`src/sv/assert_macros.svh`:
```
// Assertion macros shared by the RTL files.
// Expect clk and rst_n in the scope of every use.
`ifndef ASSERT_MACROS_SVH
`define ASSERT_MACROS_SVH

`ifndef SYNTHESIS
`define RTA_ASSERT(lbl, prop) \
  lbl: assert property (@(posedge clk) disable iff (!rst_n) (prop)) \
    else $error("assertion failed");
`define RTA_ASSERT_IMP(lbl, ante, cons) \
  lbl: assert property (@(posedge clk) disable iff (!rst_n) (ante) |-> (cons)) \
    else $error("assertion failed");
`else
`define RTA_ASSERT(lbl, prop)
`define RTA_ASSERT_IMP(lbl, ante, cons)
`endif

`endif

```
`src/sv/rta_pkg.sv`:
```
// Types and constants of the region table address translator.
// No dependencies.
`timescale 1ns / 1ps

package rta_pkg;

  localparam logic [63:0] ACCESS_BYTES = 64'd8;

  typedef enum logic [1:0] {
    ST_OK       = 2'd0,
    ST_UNMAPPED = 2'd1,
    ST_UNBACKED = 2'd2,
    ST_LOADED   = 2'd3
  } rta_status_t;

  typedef enum logic {
    MODE_LOAD   = 1'b0,
    MODE_LOOKUP = 1'b1
  } rta_mode_t;

  typedef struct packed {
    logic        mode;
    logic [3:0]  entry_index;
    logic [63:0] region_start;
    logic [63:0] region_length;
    logic [63:0] backing_start;
    logic [63:0] backing_length;
    logic [63:0] query_address;
  } rta_in_t;

  typedef struct packed {
    rta_status_t status;
    logic [63:0] translated_offset;
    logic [3:0]  hit_slot;
  } rta_out_t;

  // Word traveling along the cell chain.
  typedef struct packed {
    logic        vld;
    rta_in_t     req;
    logic        hit;
    logic [3:0]  hit_slot;
    logic [63:0] offset;
    logic [63:0] limit;
  } rta_token_t;

endpackage

```
`src/sv/rta_result.sv`:
```
// Output stage: backed-access check, status coding and the output register.
// Depends on rta_pkg.
`timescale 1ns / 1ps
`include "assert_macros.svh"

module rta_result (
  input  logic                clk,
  input  logic                rst_n,
  input  rta_pkg::rta_token_t tok_in,
  output logic                advance,
  output logic                out_valid,
  input  logic                out_stall,
  output rta_pkg::rta_out_t   out_word
);
  import rta_pkg::*;

  logic     out_valid_r;
  rta_out_t out_word_r;
  rta_out_t out_word_nxt;

  // Move the whole chain only when the output register is empty or its word is being taken.
  assign advance = !out_valid_r || !out_stall;

  always_comb begin
    out_word_nxt.status            = ST_UNMAPPED;
    out_word_nxt.translated_offset = '0;
    out_word_nxt.hit_slot          = '0;
    if (tok_in.req.mode == MODE_LOAD) begin
      out_word_nxt.status   = ST_LOADED;
      out_word_nxt.hit_slot = tok_in.req.entry_index;
    end else if (tok_in.hit) begin
      out_word_nxt.status = ((tok_in.offset + ACCESS_BYTES) > tok_in.limit) ?
                            ST_UNBACKED : ST_OK;
      out_word_nxt.translated_offset = tok_in.offset;
      out_word_nxt.hit_slot          = tok_in.hit_slot;
    end
  end

  always_ff @(posedge clk) begin
    if (!rst_n) begin
      out_valid_r <= 1'b0;
    end else if (advance) begin
      out_valid_r <= tok_in.vld;
      out_word_r  <= out_word_nxt;
    end
  end

  assign out_valid = out_valid_r;
  assign out_word  = out_word_r;

  `RTA_ASSERT_IMP(a_drop_only_when_taken, $fell(out_valid_r), $past(!out_stall))
  `RTA_ASSERT_IMP(a_loaded_zero_offset,
                  out_valid_r && out_word_r.status == ST_LOADED,
                  out_word_r.translated_offset == '0)
  `RTA_ASSERT_IMP(a_unmapped_zero,
                  out_valid_r && out_word_r.status == ST_UNMAPPED,
                  out_word_r.translated_offset == '0 && out_word_r.hit_slot == '0)

endmodule

```
`config.mk`:
```
export PLATFORM = sky130hd
export DESIGN_NAME = rta_result
export DESIGN_NICKNAME = d
export VERILOG_FILES = /design/src/sv/rta_pkg.sv /design/src/sv/rta_result.sv
export VERILOG_INCLUDE_DIRS = /design/src /design/src/sv
export SDC_FILE = /design/constraint.sdc
export NUM_CORES = 1
export LEC_CHECK = 0
export ABC_AREA = 1
export BUFFER_PORTS_ARGS = -buffer_cell sky130_fd_sc_hd__clkbuf_2
export CAP_MARGIN = 20
export CORE_AREA = 2 2 206 208
export CTS_BUF_LIST = sky130_fd_sc_hd__clkbuf_4 sky130_fd_sc_hd__clkbuf_8
export CTS_CLUSTER_SIZE = 12
export DETAILED_ROUTE_END_ITERATION = 16
export DIE_AREA = 0 0 208 210
export HOLD_SLACK_MARGIN = 0.05
export SLEW_MARGIN = 40
export SYNTH_ARGS = -nofsm -noshare
export SYNTH_HDL_FRONTEND = slang
export SYNTH_SLANG_ARGS = --single-unit
```
`constraint.sdc`:
```
create_clock -name clk -period 12.6 [get_ports clk]
set_clock_uncertainty 0.2 [all_clocks]
set_input_delay 2.52 -clock clk [delete_from_list [all_inputs] [get_ports clk]]
set_output_delay 2.52 -clock clk [all_outputs]
set_load 0.02 [all_outputs]
```
==> flow_summary.json <==
{
  "netlist_area_mm2": 0.00609,
  "max_clock_freq_mhz": 174,
  "hold_buffers": 0,
  "yosys_most_used_dff": "edfxtp_1",
  "grt-ovfl-total": 0,
  "place_congestion": 0.857,
  "r2r_cells": 2,
  "synth_area_leaders": "edfxtp_1, ha_1, inv_1",
  "synth_nets": 1344,
  "ys_seq_area_share_pct": 34.8,
  "min_path_type": "flip-flop to flip-flop",
  "cts_repair_resize_count": 0,
  "rsz0062_at_grt": "no",
  "slew_viol_final": 0,
  "drtPass1Iterations": 4,
  "yosysMostFrequentCell": "inv_1",
  "via_per_inst": 3.73,
  "yosysWarnings": 0,
  "ant_nets": 0,
  "cts_sinks": 71,
  "clock_latency_ns": 0.38,
  "grt_max_degree": 71,
  "drt_iter0_drc": 252,
  "initial_core_util_pct": 14.7,
  "num-nets-final": 1562,
  "hp-start": "out_valid",
  "synth_top_area_share_pct": 34.5,
  "power_per_cell_area_mw_per_mm2": 82.1,
  "maxCapViolations": 0,
  "arrival_ns": 5.69,
  "start_kind": "input pin",
  "ys_ff_latch": 71,
  "final_hold_viol_count": 0,
  "grt_pass1_wl_mm": 36.3,
  "drive_gt1_share_pct": 24.3,
  "die_area_mm2": 0.0437,
  "rows": 75,
  "combPwrFrac_pct": 24.7,
  "hold_depth": 2,
  "total_leakage_power_nw": 4.11,
  "setup_tns_ns": 0,
  "die_y_um": 210,
  "clkPwrFrac_pct": 32.8,
  "vdd_drop_max_uv": 48.3,
  "max_slew_margin_pct": 49.8,
  "end_kind": "flip-flop",
  "crit_fanout": 4,
  "crit_type": "input pin to flip-flop",
  "setup_viol": 0,
  "p_int_w": 0.000446,
  "floorplan.die.width_um": 208,
  "wire_per_inst_um": 16.1,
  "drt_wl_total_mm": 25.7,
  "cts_tree": "built",
  "timing.final.crit_period_ns": 5.74,
  "synthTopCellsByCount": "inv_1, nand2_1, nor2_1",
  "synth_cell_types": 31,
  "grt.total_usage_pct": 11.6,
  "cts-root-buf": "clkbuf_8",
  "area_growth_pct": 32.5,
  "hpwl_mm": 22.4,
  "worst_pin_slew_ns": 0.753,
  "core_mm2": 0.0415,
  "seq_power_share_pct": 42.5,
  "ctsLongestPathBuffers": 2,
  "timing.rr.start": "out_valid",
  "numPortBuffers": 213,
  "place_area_mm2": 0.00784,
  "yosys.area.top_type": "edfxtp_1",
  "fin_area_mm2": 0.00808,
  "critPathRequiredTime_ns": 12.55,
  "async_flop_share_pct": 0,
  "cts-buffers-inserted": 9,
  "syn_avg_cell_area_um2": 7.46,
  "clk_pin_slew_worst_paths_ns": 0.08,
  "via_count": 5938,
  "synth_edf_count": 70,
  "grt_antenna_before_repair": 24,
  "outcome": "complete, no violations",
  "htreeDepth": 3,
  "period_share_pct": 45.5,
  "synthCells": 817,
  "drc": 0,
  "critPathLaunch": "tok_in[68]",
  "power_switching_w": 0.000217,
  "sw_frac_of_total_pct": 32.8,
  "grt_pass1_vias": 5948,
  "cts_setup_buffers": 0,
  "ioPinCount": 534
}
[power by group through the flow]
stage	Sequential [W]	Combinational, W	Clock [W]
final	0.000282	0.000164	0.000217
after global routing	0.000283	0.000186	0.000231
after CTS	0.000282	0.000168	0.000224
after detailed placement	0.000287	0.000167	0
after global placement	0.000287	0.000164	0
after floorplan	0.000307	0.0000750	0
[kinds of logic (layout without fill, tap and decap cells)]
group	count (synthesis)	after routing	synth area share, %
other cells	0	14	0
flops	71	71	34.8
xor+xnor	48	48	6.90
compound gates	50	50	4.39
simple gates	386	386	28.4
buf+inv	197	418	12.2
fa+ha+maj	65	65	13.3
[cell type report]
class / count / area [µm²]
clock inverter: 4 / 72.6
timing repair buffer: 215 / 1080
fill: 4765 / 33400
inverter: 189 / 711
clock buffer: 10 / 131
antenna: 14 / 35.0
tap: 539 / 674
sequential: 71 / 2120
multi-input combinational: 549 / 3240
[worst max-delay path, cell delays in order]
cell,delay (ns)
clkbuf_2,0.14
ha_1,0.30
nand2_1,0.12
nor2_1,0.22
inv_1,0.11
nor2_1,0.29
nand3_1,0.30
nor2_1,0.22
xor2_1,0.09
ha_1,0.32
nand4_1,0.15
nor3_1,0.35
nand2_1,0.10
nor3_1,0.20
a21boi_0,0.12
nand2_1,0.09
nand2_1,0.05
[registers in the layout, summed over array words and instances, names as in the netlist]
register,cells
out_word,70
out_valid,1
[routing by layer]
| layer | vias to the layer above | GRT usage (%) | part of all wire, % |
|---|---|---|---|
| met1 | 2673 | 12.7 | 40 |
| li1 | 3034 | - | - |
| met3 | 54 | 5.33 | 9.1 |
| met5 | - | 0 | 0.64 |
| met4 | 26 | 4.82 | 3.1 |
| met2 | 151 | 19.5 | 47 |
[cell usage in the layout, fill, tap and decap left out, types with 13 or more instances in the layout]
| master | synthesis | layout |
|---|---|---|
| a21oi_1 | 30 | 29 |
| clkbuf_2 | 0 | 213 |
| diode_2 | 0 | 14 |
| edfxtp_1 | 70 | 70 |
| ha_1 | 65 | 65 |
| inv_1 | 185 | 185 |
| nand2_1 | 154 | 153 |
| nand3_1 | 31 | 31 |
| nand4_1 | 17 | 17 |
| nor2_1 | 128 | 128 |
| nor3_1 | 24 | 24 |
| o21ai_0 | 13 | 13 |
| xor2_1 | 48 | 48 |
[worst paths after layout]
| kind | slack [ns] | to |
|---|---|---|
| hold reg to reg | 0.35 | out_valid |
| hold / removal | 0.35 | out_valid |
| setup / recovery | 6.86 | out_word[69] |
| setup reg to reg | 10.95 | out_word[23] |
[stage by stage]
stage	std cells	setup WS (ns)	util [%]	hold slack [ns]	power [W]
after global routing	1582	6.30	19.4	0.374	0.000700
after detailed placement	1563	6.33	18.9	0.339	0.000455
after CTS	1577	6.75	19.4	0.350	0.000674
after global placement	1563	6.33	18.9	0.307	0.000451
final	1591	6.86	19.5	0.347	0.000663
after floorplan	817	5.92	-	0.502	0.000382
Power figures use the tool's default switching activity.
