[src/sv/assert_macros.svh]
// Assertion macros shared by the RTL files.
// Expect clk and rst_n in the scope of every use.
`ifndef ASSERT_MACROS_SVH
`define ASSERT_MACROS_SVH

`ifndef SYNTHESIS
`define RTA_ASSERT(lbl, prop) \
  lbl: assert property (@(posedge clk) disable iff (!rst_n) (prop)) \
    else $error("assertion failed");
`define RTA_ASSERT_IMP(lbl, ante, cons) \
  lbl: assert property (@(posedge clk) disable iff (!rst_n) (ante) |-> (cons)) \
    else $error("assertion failed");
`else
`define RTA_ASSERT(lbl, prop)
`define RTA_ASSERT_IMP(lbl, ante, cons)
`endif

`endif

[src/sv/rta_pkg.sv]
// Types and constants of the region table address translator.
// No dependencies.
`timescale 1ns / 1ps

package rta_pkg;

  localparam logic [63:0] ACCESS_BYTES = 64'd8;

  typedef enum logic [1:0] {
    ST_OK       = 2'd0,
    ST_UNMAPPED = 2'd1,
    ST_UNBACKED = 2'd2,
    ST_LOADED   = 2'd3
  } rta_status_t;

  typedef enum logic {
    MODE_LOAD   = 1'b0,
    MODE_LOOKUP = 1'b1
  } rta_mode_t;

  typedef struct packed {
    logic        mode;
    logic [3:0]  entry_index;
    logic [63:0] region_start;
    logic [63:0] region_length;
    logic [63:0] backing_start;
    logic [63:0] backing_length;
    logic [63:0] query_address;
  } rta_in_t;

  typedef struct packed {
    rta_status_t status;
    logic [63:0] translated_offset;
    logic [3:0]  hit_slot;
  } rta_out_t;

  // Word traveling along the cell chain.
  typedef struct packed {
    logic        vld;
    rta_in_t     req;
    logic        hit;
    logic [3:0]  hit_slot;
    logic [63:0] offset;
    logic [63:0] limit;
  } rta_token_t;

endpackage

[src/sv/rta_cell.sv]
// One table slot of the chain: holds a region and checks passing lookups.
// Depends on rta_pkg.
`timescale 1ns / 1ps
`include "assert_macros.svh"

module rta_cell #(
  parameter int CELL_IDX = 0
) (
  input  logic               clk,
  input  logic               rst_n,
  input  logic               advance,
  input  rta_pkg::rta_token_t tok_in,
  output rta_pkg::rta_token_t tok_out
);
  import rta_pkg::*;

  localparam bit [31:0] CellIdxW = CELL_IDX;
  localparam logic [3:0] CellSlot = CellIdxW[3:0];

  logic        valid_r;
  logic [63:0] lo_r;
  logic [63:0] hi_r;     // start + length, wrapped
  logic [63:0] delta_r;  // backing_start - start
  logic [63:0] lim_r;    // backing_start + backing_length
  rta_token_t  tok_r;
  rta_token_t  tok_nxt;

  logic is_load;
  logic slot_match;
  logic in_range;

  assign is_load    = tok_in.req.mode == MODE_LOAD;
  assign slot_match = 32'(tok_in.req.entry_index) == CellIdxW;
  assign in_range   = valid_r && (tok_in.req.query_address >= lo_r) &&
                      (tok_in.req.query_address < hi_r);

  always_comb begin
    tok_nxt = tok_in;
    // Lower slots win: take the hit only if nothing upstream matched.
    if (!is_load && !tok_in.hit && in_range) begin
      tok_nxt.hit      = 1'b1;
      tok_nxt.hit_slot = CellSlot;
      tok_nxt.offset   = tok_in.req.query_address + delta_r;
      tok_nxt.limit    = lim_r;
    end
  end

  always_ff @(posedge clk) begin
    if (!rst_n) begin
      valid_r   <= 1'b0;
      tok_r.vld <= 1'b0;
    end else if (advance) begin
      tok_r <= tok_nxt;
      if (tok_in.vld && is_load && slot_match) begin
        valid_r <= 1'b1;
        lo_r    <= tok_in.req.region_start;
        hi_r    <= tok_in.req.region_start + tok_in.req.region_length;
        delta_r <= tok_in.req.backing_start - tok_in.req.region_start;
        lim_r   <= tok_in.req.backing_start + tok_in.req.backing_length;
      end
    end
  end

  assign tok_out = tok_r;

  `RTA_ASSERT_IMP(a_hold_when_frozen, !advance, ##1 $stable(valid_r))
  `RTA_ASSERT_IMP(a_hit_keeps_slot, advance && tok_in.vld && tok_in.hit,
                  ##1 (tok_r.hit && tok_r.hit_slot == $past(tok_in.hit_slot)))
  `RTA_ASSERT_IMP(a_load_sets_valid,
                  advance && tok_in.vld && is_load && slot_match, ##1 valid_r)

endmodule

[config.mk]
export PLATFORM = sky130hd
export DESIGN_NAME = rta_cell
export DESIGN_NICKNAME = d
export VERILOG_FILES = /design/src/sv/rta_pkg.sv /design/src/sv/rta_cell.sv
export VERILOG_INCLUDE_DIRS = /design/src /design/src/sv
export SDC_FILE = /design/constraint.sdc
export NUM_CORES = 1
export LEC_CHECK = 0
export BUFFER_PORTS_ARGS = -buffer_cell sky130_fd_sc_hd__buf_4
export CELL_PAD_IN_SITES_DETAIL_PLACEMENT = 1
export CELL_PAD_IN_SITES_GLOBAL_PLACEMENT = 2
export CORE_AREA = 2 2 362 364
export DETAILED_ROUTE_END_ITERATION = 10
export DIE_AREA = 0 0 364 366
export HOLD_SLACK_MARGIN = 0.02
export PLACE_DENSITY = 0.78
export SYNTH_ARGS = -nofsm -noshare
export SYNTH_HDL_FRONTEND = slang
export SYNTH_SLANG_ARGS = --single-unit
[constraint.sdc]
create_clock -name clk -period 87.7 [get_ports clk]
set_input_delay 8.77 -clock clk [delete_from_list [all_inputs] [get_ports clk]]
set_output_delay 8.77 -clock clk [all_outputs]
set_load 0.1 [all_outputs]
==> qor.yml <==
status: "finished clean"
sw_frac_of_total: 0.351
synthCells: 3547
vias_per_cell: 5.18
clk_root_buffer_cell: "clkbuf_16"
rows: 132
hold_path_depth: 2
fillCellCount: 14200
cpMaxStageDelayCell: "buf_4"
cts.sinks: 716
crit_start: "rst_n"
core_area_um2: 129000
synth_cell_types: 84
htreeDepth: 3
track_usage: 0.242
synth_edf_count: 714
min_to: "tok_out[458]"
cts_tree: "built"
min_path_type: "flop to flop"
p_total_w: 0.00105
finalClockSkew_ps: 29.3
setup_viol: 0
synth_top_area_frac: 0.524
final_cell_count_no_fill: 6278
slew_viol_final: 0
port_buffers: 920
grt.overflow.total: 0
postRouteAntennaNets: 0
synth_ff_type: "edfxtp_1"
async_flop_share: 0
yosysTopAreaCell: "edfxtp_1"
hp-start: "tok_out[458]"
grt_max_degree: 159
use_met1: 0.343
worst_slack_ps: 75010
cts_max_path_buffers: 3
drive_gt1_frac: 0.256
fin_nets: 5306
grt_antenna_before_repair: 20
crit_chain: "buf_4, and2_4, buf_4, buf_4, buf_4, buf_4"
hold_viol: 0
grt_pass1_wl_mm: 236
cts_setup_buffers: 0
ys_warn_count: 0
cp_data_arrival_time_ps: 12970
cts-resized-gates: 0
dp_hpwl_mm: 135
clkTransAtPathRegs_ps: 60
fmax_ghz: 0.0788
p_leak_nw: 22.4
hold_buffers: 0
r2r-start: "hi_r[61]"
clkPwrFrac: 0.339
synth-seq-cells: 716
cpMostUsedCell: "buf_4"
rrSetupSlack_ps: 83140
start_kind: "input pin"
grt_pass1_vias: 33400
crit_buf_inv: 5
ioPinCount: 921
die_x_um: 364
fin_crit_sh: 0.145
drtIter0Drc: 2342
synth_most_common_cell: "edfxtp_1"
p_sw_w: 0.000367
maxSlewHeadroom: 0.156
drc: 0
busiest_layer: "met2"
place_ws_ps: 74290
setup-tns-final_ps: 0
rr_endpoint: "tok_out[12]"
synth_nets: 4392
combinationalPowerShare: 0.276
area_growth_pct: 28.2
cpPeakStageDelay_ps: 860
die_h_um: 366
critical_path_class: "input pin to flop"
multiInputGateArea_um2: 18000
critPathTopFamily: "buffers and inverters"
seq_area_um2: 21500
drv_cap: 0
grt_use_met2: 0.383
cts_buffers: 85
start_util: 0.317
use_met3: 0.0342
syn_area_um2: 40900
r2r_cells: 11
ys_seq_area_frac: 0.525
internal_power_w: 0.000680
seqPwrFrac: 0.385
rsz0062_at_grt: "false"
yosys-top-cells-count: "edfxtp_1, ha_1, a21oi_1"
syn_avg_cell_area_um2: 11.5
critPathMaxFanout: 68
powerDensity_nw_per_um2: 20.0
required_ps: 87990
worst_slew_pin_slew_ps: 1270
routed_wl_mm: 165
dieArea_um2: 133000
vdd_drop_max_v: 0.0000169
placed_cells: 6116
crit_path_end_kind: "flop"
firstDrtPassIters: 5
num_vias: 32500
fin_crit_ps: 12690
synthTopCellsByArea: "edfxtp_1, ha_1, a21o_1"
insertion_delay_ps: 690
place.gp.congestion: 0.907
wire_per_inst_um: 26.4
==> worst min-delay path, stage by stage, from the launching register on <==
cell      delay, ps
dfxtp_1         320
nand2b_1         70
a21boi_0         70
==> worst max path at each step <==
| stage | end | cells after the start |
|---|---|---|
| 4_1_cts | tok_out[138] | 6 |
| 3_3_place_gp | tok_out[138] | 6 |
| 6_report | tok_out[15] | 6 |
| 3_5_place_dp | tok_out[138] | 6 |
| 5_1_grt | tok_out[15] | 6 |
| 2_1_floorplan | delta_r[0] | 1 |
==> per-stage QoR <==
stage / instance area (um^2) / hold slack, ps / utilization
floorplan: 40900 / 426 / -
global placement: 49700 / 457 / 0.385
detailed placement: 49700 / 497 / 0.385
CTS: 52400 / 510 / 0.406
global route: 52400 / 525 / 0.407
finish: 52400 / 506 / 0.407
==> cell families (layout without fill, tap and decap cells) <==
logic type	after synthesis	after routing	synth area share
AOI/OAI and AO/OA	1044	1044	0.166
xor gates and xnor gates	232	232	0.0497
adders and majority gates	383	383	0.118
buffers and inverters	369	1350	0.0346
DFF	716	716	0.525
muxes	71	71	0.0195
other	0	8	0
and+or+nand+nor	732	732	0.0874
==> registers in the layout, summed over array words and instances (netlist names) <==
register  count
tok_out     459
delta_r      64
hi_r         64
valid_r       1
lim_r        64
lo_r         64
==> layer usage <==
| layer | vias to the layer above | wire [um] | share of wire |
|---|---|---|---|
| met5 | - | 13 | 0.000079 |
| met4 | 2 | 4240 | 0.026 |
| met3 | 181 | 7980 | 0.048 |
| met2 | 957 | 75800 | 0.46 |
| met1 | 16200 | 77400 | 0.47 |
| li1 | 15200 | - | - |
==> final cells by class <==
type,instances,area share
diodes,8,0.000382
repair buffers,932,0.134
inverters,264,0.0189
flip-flops and latches,716,0.410
multi-input cells,2462,0.344
clock buffers,106,0.0433
well taps,1742,0.0416
clock inverters,48,0.00873
==> power groups by stage <==
| stage | sequential, W | combinational [W] | clock (W) |
|---|---|---|---|
| 2_1_floorplan | 0.000518 | 0.0000915 | 0 |
| 3_3_place_gp | 0.000410 | 0.000286 | 0 |
| 3_5_place_dp | 0.000411 | 0.000288 | 0 |
| 4_1_cts | 0.000404 | 0.000289 | 0.000364 |
| 5_1_grt | 0.000405 | 0.000304 | 0.000375 |
| 6_report | 0.000404 | 0.000289 | 0.000355 |
==> cells in the final DEF, fill, tap and decap left out, drive strengths merged, types with 34 or more instances in the layout <==
cell type	count
buf	932
edfxtp	714
ha	379
a21oi	302
inv	270
nand2	232
a21o	213
o21ai	202
nor2	159
xnor2	136
clkbuf	106
xor2	96
nand4	82
mux2	69
o21bai	47
o21a	47
nand3	41
nor2b	35
nand2b	34
(Power assumes the default switching activity.)
